==> src/rtl/core/exprtok_pkg.sv <==
// Shared types, character codes and helper functions for the expression tokenizer.
// No dependencies; every other file of the block refers to this package by scoped names.

package exprtok_pkg;

  localparam int unsigned PositionWidthDefault = 16;
  localparam int unsigned CharWidth = 8;
  localparam int unsigned FieldWidth = 16;
  localparam int unsigned KindWidth = 3;
  localparam int unsigned RadixWidth = 5;
  localparam int unsigned ErrWidth = 2;
  localparam int unsigned QueueDepth = 2;
  localparam int unsigned QueuePtrWidth = $clog2(QueueDepth);
  localparam int unsigned QueueCntWidth = $clog2(QueueDepth + 1);

  typedef logic [CharWidth-1:0] char_t;
  typedef logic [FieldWidth-1:0] field_t;
  typedef logic [RadixWidth-1:0] radix_t;

  typedef enum logic [2:0] {
    ModeIdle      = 3'd0,
    ModeName      = 3'd1,
    ModeDec       = 3'd2,
    ModeHexStart  = 3'd3,
    ModeHex       = 3'd4,
    ModeBaseStart = 3'd5,
    ModeBaseN     = 3'd6,
    ModeError     = 3'd7
  } mode_e;

  typedef enum logic [KindWidth-1:0] {
    KindNumber = 3'd0,
    KindName   = 3'd1,
    KindSymbol = 3'd2,
    KindLParen = 3'd3,
    KindRParen = 3'd4,
    KindSep    = 3'd5,
    KindEnd    = 3'd6
  } kind_e;

  typedef enum logic [ErrWidth-1:0] {
    ErrNone     = 2'd0,
    ErrUnknown  = 2'd1,
    ErrBadDigit = 2'd2
  } err_e;

  localparam radix_t RadixNone = 5'd0;
  localparam radix_t RadixDec  = 5'd10;
  localparam radix_t RadixHex  = 5'd16;

  localparam char_t CharNul    = 8'h00;
  localparam char_t CharTab    = 8'h09;
  localparam char_t CharCr     = 8'h0D;
  localparam char_t CharSpace  = 8'h20;
  localparam char_t CharLParen = "(";
  localparam char_t CharRParen = ")";
  localparam char_t CharComma  = ",";
  localparam char_t CharPlus   = "+";
  localparam char_t CharMinus  = "-";
  localparam char_t CharStar   = "*";
  localparam char_t CharCaret  = "^";
  localparam char_t CharDot    = ".";
  localparam char_t CharLowX   = "x";
  localparam char_t CharUnder  = "_";
  localparam char_t CharZero   = "0";
  localparam char_t CharNine   = "9";
  localparam char_t CharLowA   = "a";
  localparam char_t CharLowF   = "f";
  localparam char_t CharLowZ   = "z";
  localparam char_t CharUpA    = "A";
  localparam char_t CharUpF    = "F";
  localparam char_t CharUpZ    = "Z";

  typedef struct packed {
    kind_e  kind;
    field_t start;
    field_t length;
    radix_t radix;
    err_e   err;
  } result_t;

  // One queue entry holds every result caused by one character.
  typedef struct packed {
    logic    two;
    result_t first;
    result_t second;
  } entry_t;

  function automatic logic is_digit(char_t c);
    return (c >= CharZero) && (c <= CharNine);
  endfunction

  function automatic logic is_alpha(char_t c);
    return ((c >= CharLowA) && (c <= CharLowZ)) || ((c >= CharUpA) && (c <= CharUpZ));
  endfunction

  function automatic logic is_xdigit(char_t c);
    return is_digit(c) || ((c >= CharLowA) && (c <= CharLowF)) ||
           ((c >= CharUpA) && (c <= CharUpF));
  endfunction

  function automatic logic is_space(char_t c);
    return (c == CharSpace) || ((c >= CharTab) && (c <= CharCr));
  endfunction

  function automatic result_t make_result(kind_e kind, field_t start, field_t length,
                                          radix_t radix, err_e err);
    result_t r;
    r.kind   = kind;
    r.start  = start;
    r.length = length;
    r.radix  = radix;
    r.err    = err;
    return r;
  endfunction

endpackage

==> src/rtl/core/exprtok_intf.sv <==
// Handshake interfaces for the character input and the token output channels.
// Depends on exprtok_pkg for the field widths.

interface exprtok_char_if;
  logic                                valid;
  logic                                ready;
  logic [exprtok_pkg::CharWidth-1:0]   char_in;

  modport source (output valid, output char_in, input ready);
  modport sink (input valid, input char_in, output ready);
endinterface

interface exprtok_tok_if;
  logic                                valid;
  logic                                ready;
  logic [exprtok_pkg::KindWidth-1:0]   token_kind;
  logic [exprtok_pkg::FieldWidth-1:0]  token_start;
  logic [exprtok_pkg::FieldWidth-1:0]  token_length;
  logic [exprtok_pkg::RadixWidth-1:0]  number_radix;
  logic [exprtok_pkg::ErrWidth-1:0]    error_code;
  logic                                last_of_run;

  modport source (output valid, output token_kind, output token_start, output token_length,
                  output number_radix, output error_code, output last_of_run, input ready);
  modport sink (input valid, input token_kind, input token_start, input token_length,
                input number_radix, input error_code, input last_of_run, output ready);
endinterface

==> src/rtl/core/exprtok_front.sv <==
// Front end: accepts characters, runs the lexer state and builds one queue entry per
// character that yields results. Depends on exprtok_pkg and exprtok_char_if.

module exprtok_front #(
  parameter int unsigned PositionWidth = exprtok_pkg::PositionWidthDefault
) (
  input  logic                  clk_i,
  input  logic                  rst_ni,
  exprtok_char_if.sink          char_i,
  input  logic                  full_i,
  output logic                  push_o,
  output exprtok_pkg::entry_t   entry_o
);

  localparam logic [PositionWidth-1:0] CountOne = {{(PositionWidth-1){1'b0}}, 1'b1};

  exprtok_pkg::mode_e         mode_q, mode_d;
  logic [PositionWidth-1:0]   pos_q, pos_d;
  logic [PositionWidth-1:0]   begin_q, begin_d;
  logic [PositionWidth-1:0]   cnt_q, cnt_d;
  exprtok_pkg::radix_t        radix_q, radix_d;
  logic                       frac_q, frac_d;

  exprtok_pkg::char_t         c;
  logic                       accept;
  logic [PositionWidth-1:0]   grown;
  exprtok_pkg::field_t        p16, begin16, cnt16;
  exprtok_pkg::radix_t        digit_val;
  logic                       base_ok;
  logic                       relex;
  logic                       first_v, second_v;
  exprtok_pkg::result_t       first_r, second_r;

  assign c         = char_i.char_in;
  assign char_i.ready = !full_i;
  assign accept    = char_i.valid && !full_i;
  assign grown     = (cnt_q == '1) ? cnt_q : cnt_q + 1'b1;
  assign p16       = exprtok_pkg::field_t'(pos_q);
  assign begin16   = exprtok_pkg::field_t'(begin_q);
  assign cnt16     = exprtok_pkg::field_t'(cnt_q);
  assign digit_val = {1'b0, c[3:0]};
  assign base_ok   = exprtok_pkg::is_digit(c) && (digit_val < radix_q);

  always_comb begin
    mode_d   = mode_q;
    begin_d  = begin_q;
    cnt_d    = cnt_q;
    radix_d  = radix_q;
    frac_d   = frac_q;
    relex    = 1'b0;
    first_v  = 1'b0;
    second_v = 1'b0;
    first_r  = exprtok_pkg::make_result(exprtok_pkg::KindEnd, p16, exprtok_pkg::field_t'(1),
                                        exprtok_pkg::RadixNone, exprtok_pkg::ErrNone);
    second_r = first_r;

    unique case (mode_q)
      exprtok_pkg::ModeIdle: begin
        relex = 1'b1;
      end
      exprtok_pkg::ModeName: begin
        if (exprtok_pkg::is_alpha(c) || exprtok_pkg::is_digit(c) ||
            (c == exprtok_pkg::CharUnder)) begin
          cnt_d = grown;
        end else begin
          first_v = 1'b1;
          first_r = exprtok_pkg::make_result(exprtok_pkg::KindName, begin16, cnt16,
                                             exprtok_pkg::RadixNone, exprtok_pkg::ErrNone);
          relex   = 1'b1;
        end
      end
      exprtok_pkg::ModeDec: begin
        priority if (exprtok_pkg::is_digit(c)) begin
          cnt_d = grown;
        end else if ((c == exprtok_pkg::CharDot) && !frac_q) begin
          frac_d = 1'b1;
          cnt_d  = grown;
        end else if ((c == exprtok_pkg::CharLowX) && (cnt_q == CountOne) && !frac_q) begin
          cnt_d = grown;
          if (radix_q == exprtok_pkg::RadixNone) begin
            radix_d = exprtok_pkg::RadixHex;
            mode_d  = exprtok_pkg::ModeHexStart;
          end else begin
            mode_d = exprtok_pkg::ModeBaseStart;
          end
        end else begin
          first_v = 1'b1;
          first_r = exprtok_pkg::make_result(exprtok_pkg::KindNumber, begin16, cnt16,
                                             exprtok_pkg::RadixDec, exprtok_pkg::ErrNone);
          relex   = 1'b1;
        end
      end
      exprtok_pkg::ModeHexStart: begin
        if (exprtok_pkg::is_xdigit(c)) begin
          cnt_d  = grown;
          mode_d = exprtok_pkg::ModeHex;
        end else begin
          first_v = 1'b1;
          first_r = exprtok_pkg::make_result(exprtok_pkg::KindEnd, begin16, cnt16,
                                             exprtok_pkg::RadixNone, exprtok_pkg::ErrUnknown);
          mode_d  = exprtok_pkg::ModeError;
        end
      end
      exprtok_pkg::ModeHex: begin
        priority if (exprtok_pkg::is_xdigit(c)) begin
          cnt_d = grown;
        end else if ((c == exprtok_pkg::CharDot) && !frac_q) begin
          frac_d = 1'b1;
          cnt_d  = grown;
        end else begin
          first_v = 1'b1;
          first_r = exprtok_pkg::make_result(exprtok_pkg::KindNumber, begin16, cnt16,
                                             exprtok_pkg::RadixHex, exprtok_pkg::ErrNone);
          relex   = 1'b1;
        end
      end
      exprtok_pkg::ModeBaseStart, exprtok_pkg::ModeBaseN: begin
        priority if (base_ok) begin
          cnt_d  = grown;
          mode_d = exprtok_pkg::ModeBaseN;
        end else if ((c == exprtok_pkg::CharDot) && (mode_q == exprtok_pkg::ModeBaseN) &&
                     !frac_q) begin
          frac_d = 1'b1;
          cnt_d  = grown;
        end else if (exprtok_pkg::is_xdigit(c)) begin
          first_v = 1'b1;
          first_r = exprtok_pkg::make_result(exprtok_pkg::KindEnd, p16,
                                             exprtok_pkg::field_t'(1),
                                             exprtok_pkg::RadixNone,
                                             exprtok_pkg::ErrBadDigit);
          mode_d  = exprtok_pkg::ModeError;
        end else begin
          first_v = 1'b1;
          first_r = exprtok_pkg::make_result(exprtok_pkg::KindNumber, begin16, cnt16,
                                             radix_q, exprtok_pkg::ErrNone);
          relex   = 1'b1;
        end
      end
      exprtok_pkg::ModeError: begin
        if (c == exprtok_pkg::CharNul) begin
          first_v = 1'b1;
        end
      end
      default: begin
        relex = 1'b1;
      end
    endcase

    // A character in the idle state, or one that closed a token, is lexed from idle.
    if (relex) begin
      mode_d = exprtok_pkg::ModeIdle;
      priority if (exprtok_pkg::is_space(c)) begin
        second_v = 1'b0;
      end else if (c == exprtok_pkg::CharLParen) begin
        second_v = 1'b1;
        second_r.kind = exprtok_pkg::KindLParen;
      end else if (c == exprtok_pkg::CharRParen) begin
        second_v = 1'b1;
        second_r.kind = exprtok_pkg::KindRParen;
      end else if (c == exprtok_pkg::CharComma) begin
        second_v = 1'b1;
        second_r.kind = exprtok_pkg::KindSep;
      end else if (c == exprtok_pkg::CharNul) begin
        second_v = 1'b1;
      end else if ((c == exprtok_pkg::CharPlus) || (c == exprtok_pkg::CharMinus) ||
                   (c == exprtok_pkg::CharStar) || (c == exprtok_pkg::CharCaret)) begin
        second_v = 1'b1;
        second_r.kind = exprtok_pkg::KindSymbol;
      end else if (exprtok_pkg::is_alpha(c) || (c == exprtok_pkg::CharUnder)) begin
        mode_d  = exprtok_pkg::ModeName;
        begin_d = pos_q;
        cnt_d   = CountOne;
        frac_d  = 1'b0;
      end else if (exprtok_pkg::is_digit(c)) begin
        mode_d  = exprtok_pkg::ModeDec;
        begin_d = pos_q;
        cnt_d   = CountOne;
        frac_d  = 1'b0;
        radix_d = digit_val;
      end else begin
        second_v     = 1'b1;
        second_r.err = exprtok_pkg::ErrUnknown;
        mode_d       = exprtok_pkg::ModeError;
      end
    end

    if (c == exprtok_pkg::CharNul) begin
      mode_d = exprtok_pkg::ModeIdle;
      pos_d  = '0;
    end else begin
      pos_d = pos_q + 1'b1;
    end
  end

  assign push_o        = accept && (first_v || second_v);
  assign entry_o.two   = first_v && second_v;
  assign entry_o.first = first_v ? first_r : second_r;
  assign entry_o.second = second_r;

  always_ff @(posedge clk_i or negedge rst_ni) begin
    if (!rst_ni) begin
      mode_q  <= exprtok_pkg::ModeIdle;
      pos_q   <= '0;
      begin_q <= '0;
      cnt_q   <= '0;
      radix_q <= exprtok_pkg::RadixNone;
      frac_q  <= 1'b0;
    end else if (accept) begin
      mode_q  <= mode_d;
      pos_q   <= pos_d;
      begin_q <= begin_d;
      cnt_q   <= cnt_d;
      radix_q <= radix_d;
      frac_q  <= frac_d;
    end
  end

  // A terminator always restarts the position count.
  a_nul_restarts: assert property (@(posedge clk_i) disable iff (!rst_ni)
    (accept && (c == exprtok_pkg::CharNul)) |=> (pos_q == '0))
    else $error("position not cleared after terminator");

  // A bad-digit entry always leaves the lexer in the error state.
  a_bad_digit_mode: assert property (@(posedge clk_i) disable iff (!rst_ni)
    (push_o && (entry_o.first.err == exprtok_pkg::ErrBadDigit)) |=>
    (mode_q == exprtok_pkg::ModeError))
    else $error("bad digit did not enter error state");

  // The base-N states only exist with a nonzero base below ten.
  a_base_radix: assert property (@(posedge clk_i) disable iff (!rst_ni)
    ((mode_q == exprtok_pkg::ModeBaseStart) || (mode_q == exprtok_pkg::ModeBaseN)) |->
    ((radix_q != exprtok_pkg::RadixNone) && (radix_q < exprtok_pkg::RadixDec)))
    else $error("base-N state with invalid radix");

endmodule

==> src/rtl/core/exprtok_fifo.sv <==
// Short queue of per-character result entries between the front and back ends.
// Depends on exprtok_pkg for the entry type and queue depth.

module exprtok_fifo (
  input  logic                 clk_i,
  input  logic                 rst_ni,
  input  logic                 push_i,
  input  exprtok_pkg::entry_t  entry_i,
  output logic                 full_o,
  input  logic                 pop_i,
  output exprtok_pkg::entry_t  entry_o,
  output logic                 empty_o
);

  exprtok_pkg::entry_t                        mem_q [exprtok_pkg::QueueDepth];
  logic [exprtok_pkg::QueuePtrWidth-1:0]      wr_ptr_q, rd_ptr_q;
  logic [exprtok_pkg::QueueCntWidth-1:0]      cnt_q;

  assign full_o  = (cnt_q == exprtok_pkg::QueueCntWidth'(exprtok_pkg::QueueDepth));
  assign empty_o = (cnt_q == '0);
  assign entry_o = mem_q[rd_ptr_q];

  always_ff @(posedge clk_i or negedge rst_ni) begin
    if (!rst_ni) begin
      wr_ptr_q <= '0;
      rd_ptr_q <= '0;
      cnt_q    <= '0;
    end else begin
      if (push_i) begin
        wr_ptr_q <= wr_ptr_q + 1'b1;
      end
      if (pop_i) begin
        rd_ptr_q <= rd_ptr_q + 1'b1;
      end
      if (push_i && !pop_i) begin
        cnt_q <= cnt_q + 1'b1;
      end else if (pop_i && !push_i) begin
        cnt_q <= cnt_q - 1'b1;
      end
    end
  end

  always_ff @(posedge clk_i) begin
    if (push_i) begin
      mem_q[wr_ptr_q] <= entry_i;
    end
  end

  a_no_overflow: assert property (@(posedge clk_i) disable iff (!rst_ni)
    push_i |-> !full_o)
    else $error("push into full queue");

  a_no_underflow: assert property (@(posedge clk_i) disable iff (!rst_ni)
    pop_i |-> !empty_o)
    else $error("pop from empty queue");

  a_count_ptrs: assert property (@(posedge clk_i) disable iff (!rst_ni)
    (empty_o || full_o) |-> (wr_ptr_q == rd_ptr_q))
    else $error("queue pointers disagree with count");

endmodule

==> src/rtl/core/exprtok_back.sv <==
// Back end: takes queue entries and presents their results one beat at a time
// from an output register. Depends on exprtok_pkg and exprtok_tok_if.

module exprtok_back (
  input  logic                 clk_i,
  input  logic                 rst_ni,
  input  logic                 empty_i,
  input  exprtok_pkg::entry_t  entry_i,
  output logic                 pop_o,
  exprtok_tok_if.source        token_o
);

  logic                  valid_q;
  logic                  phase_q;
  exprtok_pkg::entry_t   cur_q;
  exprtok_pkg::result_t  res;
  logic                  take;
  logic                  last;

  assign take  = valid_q && token_o.ready;
  assign last  = !cur_q.two || phase_q;
  assign pop_o = !empty_i && (!valid_q || (take && last));
  assign res   = phase_q ? cur_q.second : cur_q.first;

  assign token_o.valid        = valid_q;
  assign token_o.token_kind   = res.kind;
  assign token_o.token_start  = res.start;
  assign token_o.token_length = res.length;
  assign token_o.number_radix = res.radix;
  assign token_o.error_code   = res.err;
  assign token_o.last_of_run  = last;

  always_ff @(posedge clk_i or negedge rst_ni) begin
    if (!rst_ni) begin
      valid_q <= 1'b0;
      phase_q <= 1'b0;
    end else if (pop_o) begin
      valid_q <= 1'b1;
      phase_q <= 1'b0;
    end else if (take) begin
      if (last) begin
        valid_q <= 1'b0;
      end else begin
        phase_q <= 1'b1;
      end
    end
  end

  always_ff @(posedge clk_i) begin
    if (pop_o) begin
      cur_q <= entry_i;
    end
  end

  a_second_only_pairs: assert property (@(posedge clk_i) disable iff (!rst_ni)
    (valid_q && phase_q) |-> cur_q.two)
    else $error("second beat shown for a single-result entry");

  a_pair_advances: assert property (@(posedge clk_i) disable iff (!rst_ni)
    (take && !last) |=> (valid_q && phase_q))
    else $error("second beat of a pair was lost");

  a_hold_while_stalled: assert property (@(posedge clk_i) disable iff (!rst_ni)
    (valid_q && !token_o.ready) |=> (valid_q && $stable(phase_q)))
    else $error("output beat dropped while stalled");

endmodule

==> src/rtl/core/expression_tokenizer.sv <==
// Expression tokenizer: one character per beat in, token beats out.
// The first result beat of a character passes through the queue and then the output
// register. Throughput: one character per cycle while the queue is not full; a character
// that closes a token and also yields its own token gives two result beats, which the
// two-entry queue absorbs.
// Reset: lexer idle, position and token counters zero, queue and output register empty.
// Depends on exprtok_pkg, exprtok_intf, exprtok_front, exprtok_fifo and exprtok_back.

module expression_tokenizer #(
  parameter int unsigned PositionWidth = exprtok_pkg::PositionWidthDefault
) (
  input  logic            clk_i,
  input  logic            rst_ni,
  exprtok_char_if.sink    char_i,
  exprtok_tok_if.source   token_o
);

  logic                 push;
  logic                 pop;
  logic                 full;
  logic                 empty;
  exprtok_pkg::entry_t  push_entry;
  exprtok_pkg::entry_t  pop_entry;

  exprtok_front #(
    .PositionWidth (PositionWidth)
  ) u_front (
    .clk_i   (clk_i),
    .rst_ni  (rst_ni),
    .char_i  (char_i),
    .full_i  (full),
    .push_o  (push),
    .entry_o (push_entry)
  );

  exprtok_fifo u_fifo (
    .clk_i   (clk_i),
    .rst_ni  (rst_ni),
    .push_i  (push),
    .entry_i (push_entry),
    .full_o  (full),
    .pop_i   (pop),
    .entry_o (pop_entry),
    .empty_o (empty)
  );

  exprtok_back u_back (
    .clk_i   (clk_i),
    .rst_ni  (rst_ni),
    .empty_i (empty),
    .entry_i (pop_entry),
    .pop_o   (pop),
    .token_o (token_o)
  );

endmodule

==> src/flat_wrapper.sv <==
// flat-port wrapper written by rule: the top's interface ports become plain ports
module expression_tokenizer_flat 
#(
  parameter int unsigned PositionWidth = exprtok_pkg::PositionWidthDefault
)
  (clk_i, rst_ni, char_i_valid, char_i_char_in, char_i_ready, token_o_valid, token_o_token_kind, token_o_token_start, token_o_token_length, token_o_number_radix, token_o_error_code, token_o_last_of_run, token_o_ready);
  exprtok_char_if char_i_i ();
  exprtok_tok_if token_o_i ();
  input  logic clk_i;
  input  logic rst_ni;
  input wire logic [$bits(char_i_i.valid)-1:0] char_i_valid;
  input wire logic [$bits(char_i_i.char_in)-1:0] char_i_char_in;
  output wire logic [$bits(char_i_i.ready)-1:0] char_i_ready;
  output wire logic [$bits(token_o_i.valid)-1:0] token_o_valid;
  output wire logic [$bits(token_o_i.token_kind)-1:0] token_o_token_kind;
  output wire logic [$bits(token_o_i.token_start)-1:0] token_o_token_start;
  output wire logic [$bits(token_o_i.token_length)-1:0] token_o_token_length;
  output wire logic [$bits(token_o_i.number_radix)-1:0] token_o_number_radix;
  output wire logic [$bits(token_o_i.error_code)-1:0] token_o_error_code;
  output wire logic [$bits(token_o_i.last_of_run)-1:0] token_o_last_of_run;
  input wire logic [$bits(token_o_i.ready)-1:0] token_o_ready;
  assign char_i_i.valid = char_i_valid;
  assign char_i_i.char_in = char_i_char_in;
  assign char_i_ready = char_i_i.ready;
  assign token_o_valid = token_o_i.valid;
  assign token_o_token_kind = token_o_i.token_kind;
  assign token_o_token_start = token_o_i.token_start;
  assign token_o_token_length = token_o_i.token_length;
  assign token_o_number_radix = token_o_i.number_radix;
  assign token_o_error_code = token_o_i.error_code;
  assign token_o_last_of_run = token_o_i.last_of_run;
  assign token_o_i.ready = token_o_ready;
  expression_tokenizer #(.PositionWidth(PositionWidth)) u_core (.clk_i(clk_i), .rst_ni(rst_ni), .char_i(char_i_i), .token_o(token_o_i));
endmodule
==> config.mk <==
export PLATFORM = sky130hd
export DESIGN_NAME = expression_tokenizer_flat
export DESIGN_NICKNAME = d
export VERILOG_FILES = /design/src/rtl/core/exprtok_pkg.sv /design/src/rtl/core/exprtok_intf.sv /design/src/rtl/core/exprtok_front.sv /design/src/rtl/core/exprtok_fifo.sv /design/src/rtl/core/exprtok_back.sv /design/src/rtl/core/expression_tokenizer.sv /design/src/flat_wrapper.sv
export SDC_FILE = /design/constraint.sdc
export NUM_CORES = 1
export LEC_CHECK = 0
export ABC_AREA = 1
export BUFFER_PORTS_ARGS = -buffer_cell sky130_fd_sc_hd__buf_2
export CAP_MARGIN = 20
export CORE_AREA = 2 2 159 130
export DETAILED_ROUTE_END_ITERATION = 6
export DIE_AREA = 0 0 161 132
export PLACE_DENSITY_LB_ADDON = 0.15
export SLEW_MARGIN = 20
export SYNTH_ARGS = -nofsm -noshare
export SYNTH_HDL_FRONTEND = slang
export SYNTH_SLANG_ARGS = --single-unit
==> constraint.sdc <==
create_clock -name clk_i -period 9.8 [get_ports clk_i]
set_input_delay 1.47 -clock clk_i [delete_from_list [all_inputs] [get_ports clk_i]]
set_output_delay 1.47 -clock clk_i [all_outputs]
set_load 0.03 [all_outputs]
After elaboration in Yosys (flattened, before gate mapping)
Memory sizes are Yosys's and may differ from the RTL's. A register that Yosys moved wholly into a read port is not among the register bits.
Cells that the tools add are included.
- output and inout bits: 45
- input port bits: 12
- word-level logic and storage cells: 251
- flip-flop bits (word level): 86
- memories kept: 1
- bits in writable memories: 126
- eq/ne operators: 27
- add/subtract/negate cells: 6
- bitwise gates (word level): 6
- $lt $le $gt $ge: 11
- muxes and demuxes: 132
- reduce and logical (&&, ||, !) cells: 54
- memory list (memory ; words ; width ; read ports ; clocked after Yosys merged registers in ; wr ports ; line ; RTL):
    u_core.u_fifo.mem_q ; 2 ; 63 ; 1 ; 1 ; 1 ; exprtok_fifo.sv:15 ; exprtok_pkg::entry_t mem_q [exprtok_pkg::QueueDepth];
- operators by type and width (kind ; count):
    42-bit 2-to-1 mux ; 11
    16-bit 2-to-1 mux ; 22
    42-bit one-hot mux with 5 select lines ; 1
    16-bit one-hot mux with 5 select lines ; 1
    5-bit 2-to-1 mux ; 14
    3-bit 2-to-1 mux ; 23
    8-bit by 6-bit equality test with 1-bit output (second input constant) ; 8
    1-bit 2-to-1 mux ; 52
    39-bit 2-to-1 mux ; 1
    16-bit by 1-bit adder with 16-bit output (second input constant) ; 2
    8-bit by 7-bit <= comparator with 1-bit output (second input constant) ; 4
    8-bit by 7-bit equality test with 1-bit output (second input constant) ; 3
    1-bit logical AND ; 20
    16-bit by 1-bit equality test with 1-bit output (second input constant) ; 1
    16-bit equality test (second input constant) ; 1
    8-bit by 7-bit greater-or-equal comparator with 1-bit output (second input constant) ; 2
    1-bit logical OR ; 13
    3-bit equality test (second input constant) ; 4
    4-bit != test (second input constant) ; 3
    5-bit != test (second input constant) ; 2
    3-bit one-hot mux with 3 select lines ; 1
    9-bit AND reduction ; 1
    8-bit by 4-bit greater-or-equal comparator with 1-bit output (second input constant) ; 1
    8-bit by 6-bit greater-or-equal comparator with 1-bit output (second input constant) ; 1
    other kinds (25) ; 44

Longest topological paths before layout
Gate-level depths: netlist of run 1.
- depth after elaboration: 18
- depth in mapped cells: 20
- mapped depth without buffers: 19

Modules after synthesis
From an unflattened synthesis of run 1, not the netlist that was laid out.
- cell total of the unflattened synthesis: 1367
- area, all modules: 14955.6 µm²
- modules (own cells, without submodules) (module ; area an instance (µm²) ; instances ; sequential area each (µm²) ; cells each):
    exprtok_fifo ; 6545.0 ; 1 ; 5205.0 ; 290
    exprtok_front ; 5227.5 ; 1 ; 1426.4 ; 844
    exprtok_back ; 3183.1 ; 1 ; 2602.5 ; 233

Least setup slack after synthesis of run 1
No wires, ideal clock.
- path type: input to register
- start point: input port char_i_char_in[3]
- end point: memory u_core.u_fifo.mem_q[1][0] (netlist name), enable pin
- setup slack: 3769 ps
- cell stages on the path: 15
- data required time: 9315 ps
- setup time: 485 ps
- buffers on the path: 2
- arrival: 5546 ps
- path through: buf_4 nor2_1 nand2_1 nand2_1 nand2_2 a21oi_4 nand3_4 nor2_8 nor2_4 nand3_4 buf_12 nand2_4 nand2_4 nand2_4 nor2_1
- word-level cells in the longest chain between the ends: 16
- elaborated cells between the ends (all ways): 72
- classes of those cells: 11 x order compare; 11 x eq/ne; 25 x mux; 25 x reduce/logical
- RTL lines (what ; line ; RTL):
    from (decl) ; flat_wrapper.sv:12 ; input wire logic [$bits(char_i_i.char_in)-1:0] char_i_char_in;
    8-bit by 7-bit greater-or-equal comparator with 1-bit output, or another cell as far along ; exprtok_pkg.sv:94, exprtok_pkg.sv:98 ;
    1-bit logical AND ; exprtok_pkg.sv:94 ; return ((c >= CharLowA) && (c <= CharLowZ)) || ((c >= CharUpA) && (c <= CharUpZ));
    1-bit logical OR ; exprtok_pkg.sv:94 ;
    1-bit logical OR ; exprtok_front.sv:169 ; end else if (exprtok_pkg::is_alpha(c) || (c == exprtok_pkg::CharUnder)) begin
    1-bit 2-to-1 mux ; exprtok_front.sv:169 ;
    1-bit 2-to-1 mux ; exprtok_front.sv:165 ; end else if ((c == exprtok_pkg::CharPlus) || (c == exprtok_pkg::CharMinus) ||
    1-bit 2-to-1 mux ; exprtok_front.sv:163 ; end else if (c == exprtok_pkg::CharNul) begin
    1-bit 2-to-1 mux ; exprtok_front.sv:160 ; end else if (c == exprtok_pkg::CharComma) begin
    1-bit 2-to-1 mux ; exprtok_front.sv:157 ; end else if (c == exprtok_pkg::CharRParen) begin
    1-bit 2-to-1 mux ; exprtok_front.sv:154 ; end else if (c == exprtok_pkg::CharLParen) begin
    1-bit 2-to-1 mux ; exprtok_front.sv:152 ; priority if (exprtok_pkg::is_space(c)) begin
    1-bit 2-to-1 mux ; exprtok_front.sv:150 ; if (relex) begin
    1-bit logical OR (*) ; exprtok_front.sv:195 ; assign push_o = accept && (first_v || second_v);
    1-bit logical AND (*) ; exprtok_front.sv:195 ;
    1-bit 2-to-1 mux (*) ; exprtok_fifo.sv:44 ; if (push_i) begin
    1-bit 2-to-1 mux (not written as such) (*) ; exprtok_fifo.sv:45 ; mem_q[wr_ptr_q] <= entry_i;
    to (decl) ; exprtok_fifo.sv:15 ;
Every way passes the cells marked *; elsewhere a longest branch is shown, timed or not.

Worst setup path after layout of run 1
- start point: input port char_i_char_in[3]
- end point: memory u_core.u_fifo.mem_q[0][3] (netlist name), enable pin
Same word-level chain as after synthesis.

==> results.md, run 1 <==
* Wire length per cell at 16.70 um
* Post-route ant nets at 0
* Hold Worst Slack at 0.4823 ns
* Leakage at 6.110 nW
* Worst slew pin tran at 0.9199 ns
* Largest net degree at the start of global routing at 65
* Setup total negative slack at 0 ns
* Flops & latches, synth at 252
* Power per cell area at 347.6 nW/um2
* Post-Syn Nets at 1336
* Cells along the critical path: buf_2 -> ha_1 -> inv_1 -> nor2_1 -> nand4_1 -> nand3_2 -> nand3_2 -> nor2_4 -> nor2_4 -> nand3_4 -> nand2_4 -> nand2_4 -> nand3_1 -> inv_2 -> buf_4
* CP Class: in -> reg
* Layout Nets at 1395
* DRC Markers at 0
* Initial Util at 61.90%
* Avg Cell Area, Syn at 9.197 um2
* Final Wtd Congestion at 0.9567
* First-pass GRT wire length at 44350 um
* WL final at 27720 um
* Post-synth EDFFs at 189
* Layout Area Growth over Synthesis at 10.93%
* Max Freq at 0.2511 GHz
* Synth cell types at 50
* Share of layout cells above drive strength 1 at 11.68%
* Synth Flop Type: edfxtp_1
* Max Cap Violations at 0
* Buf/Inv on CP at 4
* CP peak stage delay at 0.67 ns
* Diode count at 0
* Syn. warnings at 0
* Tmin final at 3.983 ns
* Root buf cell: clkbuf_16
* Worst R2R End: u_core.u_fifo.mem_q[0][3]
* Met2 wire length at 11860 um
* DR vias/cell at 5.428
* Setup slack, reg-to-reg at 6.33 ns
* Met1 Wirelength at 13330 um
* Stages on worst setup path at 15
* Die Span X at 161 um
* Top cell family by delay on the critical path: simple AND/OR/NAND/NOR gates
* Crit path DAT at 4.12 ns
* Clock buffer depth at 3
* CP Data Required Time at 9.93 ns
* Routed via count at 9011
* Cell Area, Synth at 12110 um2
* Die Ht at 132 um
* Initial antenna violation count at 0
* CP max FO at 63
* Worst Hold End: u_core.u_fifo.wr_ptr_q
* CP startpoint kind: primary input
* Clk pin slew, worst setup/hold paths at 0.06 ns
* Ys async rst share at 25.00%
* Tot GR Track Use at 26.50%
* Worst hold path depth at 2
* Num CTS Buffers at 26
* Ports at 57
* CTS sink cnt at 252
* Final Hold Viols at 0
* CTS tree: done
* Highest routed layer: met4
* Htree depth at 1
* CP max-delay cell: buf_4
* Hold Startpoint: u_core.u_fifo.wr_ptr_q
* Sequential fraction of the synthesis area at 59.87%
* Pre-antenna DRT Iters at 5
* Reg2Reg Depth at 12
* Worst slew margin relative to its limit at 38.61%
* Hold Path Class: reg -> reg
* Fin. max-slew vios at 0
* Vias in the first global route at 8243
* Final Skew at 0.02587 ns
* Post-CTS Hold Buffers at 0
* Synth Instances at 1317
* Routed length on met3 at 2244 um
* Die area at 21250 um2
* # rows at 46
* Congestion Overflow GR at 0
* Detailed placement HPWL at 18920 um
* CORE AREA at 19570 um2
* Worst R2R Start: u_core.u_front.mode_q[0]
* Postcts setup bufs at 0
* DRT iter0 DRCs at 929
* RSZ-0062 raised after global routing: false
* Crit. End Element: register
* Status: complete, no violations
* VDD IR max at 0.2060 mV
* Final setup viols at 0
* # resized after CTS at 0
* Fin crit share at 40.64%
* # fillers at 1481
* Port Buf Inserts at 56
* Clk_lat worst skew at 0.53 ns
## worst min-delay path, cell delays in order, from the launching register on
cell     delay, ns
dfrtp_1       0.34
nand2_1       0.06
nand2_1       0.05
## layout by cell type, fill, tap and decap left out, drive strengths merged, types with 21 or more instances in the layout
cell type    n
nand2      503
nor2       137
dfrtp       63
buf         65
clkbuf      40
nand4       21
inv        153
o21ai       74
a21oi       28
nand3       57
edfxtp     189
## report_power, final
group | switching (mW) | internal, mW
Combinational | 1.39 | 0.471
Sequential | 0.161 | 1.72
Clock | 0.388 | 0.539
## metal layers
| metal | global-route usage, % | vias up |
|---|---|---|
| met2 | 38.53 | 349 |
| met5 | 0 | - |
| met3 | 3.932 | 22 |
| li1 | - | 4413 |
| met4 | 3.869 | 0 |
| met1 | 43.46 | 4227 |
## worst max-delay path by stage
stage / startpoint / slack (ns) / to
after detailed placement: char_i_char_in[3] / 5.30 / u_core.u_fifo.mem_q[0][48]
after floorplan: char_i_char_in[3] / 3.77 / u_core.u_fifo.mem_q[1][0]
after global placement: char_i_char_in[3] / 5.39 / u_core.u_fifo.mem_q[0][48]
final: char_i_char_in[3] / 5.82 / u_core.u_fifo.mem_q[0][3]
after CTS: char_i_char_in[3] / 5.84 / u_core.u_fifo.mem_q[0][3]
after global routing: char_i_char_in[1] / 5.57 / u_core.u_fifo.mem_q[0][3]
## registers in the layout (all words and copies together), names as in the netlist, 2 cells and up
signal	cells
u_core.u_front.cnt16	16
u_core.u_front.begin16	16
u_core.u_fifo.cnt_q	2
u_core.u_fifo.mem_q	126
u_core.u_front.mode_q	3
u_core.u_front.radix_q	5
u_core.u_back.cur_q	63
u_core.u_front.p16	16
## cell usage after synthesis, types with 8 or more instances
master	instances	area (um2)
o21ai_1	30	150.1
nor3_1	15	75.07
clkbuf_1	17	63.81
nand2_1	487	1828
nand3_1	48	240.2
nor2_4	8	90.09
dfrtp_1	63	1577
nand4_1	19	118.9
nand2_4	9	101.4
o21ai_0	39	195.2
a21oi_1	27	135.1
nor2_1	122	457.9
inv_1	144	540.5
edfxtp_1	189	5675
## logic make-up after synthesis
| logic type | after synthesis | synth area share [%] |
|---|---|---|
| AND/OR/NAND/NOR | 744 | 26.96 |
| XOR/XNOR | 9 | 0.6508 |
| buffers and inverters | 185 | 6.229 |
| adder cells (fa/ha/maj) | 7 | 0.7230 |
| AO/OA/AOI/OAI | 120 | 5.568 |
| flip-flops | 252 | 59.87 |
## layout make-up
cell class / count / area (um2) / share of cell area, %
Multi-Input combinational cell: 880 / 4114 / 30.62
Clock buffer: 40 / 723.2 / 5.382
Timing Repair Buffer: 65 / 360.3 / 2.682
Sequential cell: 252 / 7253 / 53.98
Tap cell: 264 / 330.3 / 2.458
Inverter: 151 / 566.8 / 4.218
Clock inverter: 8 / 88.84 / 0.6611
## stage by stage
step / util [%] / instance area [um2] / setup slack [ns] / power [mW] / instances
after CTS: 68.66 / 13440 / 5.841 / 4.682 / 1660
final: 68.66 / 13440 / 5.817 / 4.671 / 1660
after detailed placement: 64.51 / 12620 / 5.304 / 3.750 / 1612
after global placement: 64.41 / 12600 / 5.392 / 3.702 / 1611
after floorplan: - / 12110 / 3.769 / 3.235 / 1317
after global routing: 68.66 / 13440 / 5.570 / 4.965 / 1660
Note: power is estimated with default switching activity, not from simulation.
==> run 2: changes to the inputs <==
- CORE_AREA: 2 2 159 130 -> 2 2 168 137
- DIE_AREA: 0 0 161 132 -> 0 0 170 139
- clock period: 9.8 -> 3.5 ns (I/O delays scaled with it)
==> run 2 against run 1 <==
  * Global-route usage shrank 2.2 points
  * Sequential cell count is the same
  * Clock-buffer cell count shrank 3
  * Power grew to 2.8 times the previous value
  * Combinational power grew to 2.9 times the previous value
  * Utilization shrank 6.7 points
  * Critical path type is now reg -> reg
  * Largest cell class unchanged
==> results.md, run 2 (synthesized netlist as in run 1, its figures left out) <==
* Status: complete, no violations (unchanged)
* Root buf cell: clkbuf_16 (unchanged)
* Die Span X at 170 um (was 161 um)
* Largest net degree at the start of global routing at 64 (was 65)
* Top cell family by delay on the critical path: simple AND/OR/NAND/NOR gates (unchanged)
* Num CTS Buffers at 26 (unchanged)
* Fin. max-slew vios at 0 (unchanged)
* Power per cell area at 970.1 nW/um2 (was 347.6 nW/um2)
* Crit path DAT at 3.41 ns (was 4.12 ns)
* CP Capture Point: u_core.u_fifo.cnt_q[1] (was u_core.u_fifo.mem_q[0][3])
* Routed via count at 8868 (was 9011)
* Htree depth at 1 (unchanged)
* Worst R2R End: u_core.u_fifo.cnt_q[1] (was u_core.u_fifo.mem_q[0][3])
* Hold Path Class: in -> reg (was reg -> reg)
* CP startpoint kind: register (was primary input)
* RSZ-0062 raised after global routing: false (unchanged)
* Top reg by flops: u_core.u_fifo.mem_q (unchanged)
* Vias in the first global route at 8097 (was 8243)
* Final Hold Viols at 0 (unchanged)
* CTS tree: done (unchanged)
* CP max FO at 10 (was 63)
* First-pass GRT wire length at 44500 um (was 44350 um)
* Pre-antenna DRT Iters at 5 (unchanged)
* Final Wtd Congestion at 0.9681 (was 0.9567)
* Commonest non-fill, non-tap cells in the layout: nand2_1, edfxtp_1, inv_1 (unchanged)
* Layout Area Growth over Synthesis at 12.92% (was 10.93%)
* Worst R2R Start: u_core.u_front.cnt16[0] (was u_core.u_front.mode_q[0])
* Setup slack, reg-to-reg at 0.51 ns (was 6.33 ns)
* Share of power burned in registers at 39.5% (was 40.3%)
* Diode count at 0 (unchanged)
* Setup total negative slack at 0 ns (unchanged)
* Most common cell after layout, fill and taps aside: nand2_1 (unchanged)
* Final setup viols at 0 (unchanged)
* Congestion Overflow GR at 0 (unchanged)
* Crit. End Element: register (unchanged)
* Layout Nets at 1414 (was 1395)
* Max Freq at 0.3343 GHz
* Tot GR Track Use at 24.32% (was 26.50%)
* Sw Pwr at 5.486 mW (was 1.939 mW)
* Ports at 57 (unchanged)
* CORE AREA at 22070 um2 (was 19570 um2)
* # rows at 49 (was 46)
* Cells along the critical path: ha_1 -> nand3_1 -> nor2_1 -> nand3_1 -> nand3_4 -> nand2_1 -> nor2_1 -> nand2_1 -> nor2_4 -> nand2_4 -> nand2_4 -> inv_1 -> ha_1 -> a21oi_1 -> o21ai_0 -> xnor2_1 (was buf_2 -> ha_1 -> inv_1 -> nor2_1 -> nand4_1 -> nand3_2 -> nand3_2 -> nor2_4 -> nor2_4 -> nand3_4 -> nand2_4 -> nand2_4 -> nand3_1 -> inv_2 -> buf_4)
* Worst hold path depth at 3 (was 2)
* Initial antenna violation count at 0 (unchanged)
* Wire length per cell at 16.70 um (about the same)
* Clk_lat worst skew at 0.54 ns (was 0.53 ns)
* Buf/Inv on CP at 1 (was 4)
* Share of layout cells above drive strength 1 at 12.65% (was 11.68%)
* Detailed placement HPWL at 19850 um (was 18920 um)
* DRT iter0 DRCs at 720 (was 929)
* Clock buffer depth at 3 (unchanged)
* CP max-delay cell: dfrtp_1 (was buf_4)
* Worst setup path start: u_core.u_front.cnt16[0] (was char_i_char_in[3])
* Die area at 23630 um2 (was 21250 um2)
* DRC Markers at 0 (unchanged)
* Leakage at 6.213 nW (was 6.110 nW)
* Port Buf Inserts at 56 (unchanged)
* Pint at 7.783 mW (was 2.732 mW)
* Tmin final at 2.991 ns
* Number of flip-flops in the largest register at 126 (unchanged)
* Sw Ratio at 41.34% (was 41.52%)
* Clock power frac at 19.6% (was 19.8%)
* Clk pin slew, worst setup/hold paths at 0.06 ns (about the same)
* Stages on worst setup path at 16 (was 15)
* Initial Util at 54.88% (was 61.90%)
* Reg2Reg Depth at 16 (was 12)
* Final Power at 13.27 mW (was 4.671 mW)
* Post-route ant nets at 0 (unchanged)
* Max Cap Violations at 0 (unchanged)
* # fillers at 1873 (was 1481)
* CTS sink cnt at 252 (unchanged)
* Die Ht at 139 um (was 132 um)
* VDD IR max at 0.4719 mV (was 0.2060 mV)
* WL final at 28300 um (was 27720 um)
* DR vias/cell at 5.232 (was 5.428)
* Worst slew margin relative to its limit at 53.44% (was 38.61%)
* CP peak stage delay at 0.54 ns (was 0.67 ns)
* Fin crit share at 85.47%
* Final Skew at 0.01265 ns (was 0.02587 ns)
* Worst slew pin tran at 0.6911 ns (was 0.9199 ns)
* Power share of the combinational group at 40.9% (was 39.9%)
* CP Data Required Time at 3.91 ns (was 9.93 ns)
* Postcts setup bufs at 0 (unchanged)
* CP Class: reg -> reg (was in -> reg)
* Top Registers: u_core.u_fifo.mem_q: 126 flops, u_core.u_back.cur_q: 63 flops (unchanged)
## run 2: worst register-to-register path, delay by kind of cell, from the launching register on
family          cells  cell delay, ns
simple gates       10            1.33
xor+xnor            1            0.13
buf+inv             1            0.05
compound gates      2            0.24
flops               1            0.54
fa+ha+maj           2            0.59
## run 2: how the worst min path moves through the flow
stage,start,end
global placement,u_core.u_fifo.wr_ptr_q,u_core.u_fifo.wr_ptr_q
floorplan,rst_ni,u_core.u_back.phase_q
global route,token_o_ready,u_core.u_back.phase_q
detailed placement,u_core.u_fifo.wr_ptr_q,u_core.u_fifo.wr_ptr_q
finish,token_o_ready,u_core.u_back.phase_q
CTS,token_o_ready,u_core.u_back.phase_q
## run 2: final cells by class
type	instances	area, um2	area share, %
multi-input cells	880	4114	30.08
clock buffers	37	701.9	5.132
well taps	280	350.3	2.561
clock inverters	11	95.09	0.6952
repair buffers	84	593.1	4.336
inverters	151	570.5	4.171
flip-flops and latches	252	7253	53.03
## run 2: through the flow
stage | hold slack (ns) | setup WS [ns] | area [um2] | cells | utilization [%]
after CTS | 0.2524 | 0.5100 | 13680 | 1695 | 61.97
after detailed placement | 0.4609 | 0.3404 | 12870 | 1646 | 58.32
after global routing | 0.2527 | 0.2859 | 13680 | 1695 | 61.97
after global placement | 0.4625 | 0.4363 | 12870 | 1646 | 58.32
final | 0.2692 | 0.5087 | 13680 | 1695 | 61.97
after floorplan | 0.2294 | 0.1602 | 12120 | 1317 | -
## run 2: routing by layer
metal | part of all wire [%] | track usage [%] | wire [um]
met1 | 51 | 39.26 | 14450
met2 | 40 | 34.59 | 11390
met3 | 6.9 | 4.224 | 1960
met4 | 1.7 | 4.858 | 494
met5 | 0 | 0 | 0
## run 2: power groups by stage
stage                     Combinational, mW  Sequential (mW)  Clock (mW)
after detailed placement               5.43             5.30           0
final                                  5.42             5.24        2.61
after CTS                              5.45             5.24        2.64
after floorplan                        3.85             5.20           0
after global routing                   6.01             5.36        2.75
after global placement                 5.37             5.27           0
## run 2: timing repair
item / in CTS / in global routing
gates resized for setup: 0 / 0
endpoints found under the hold margin: 12 / 0
hold buffers: 1 / 0
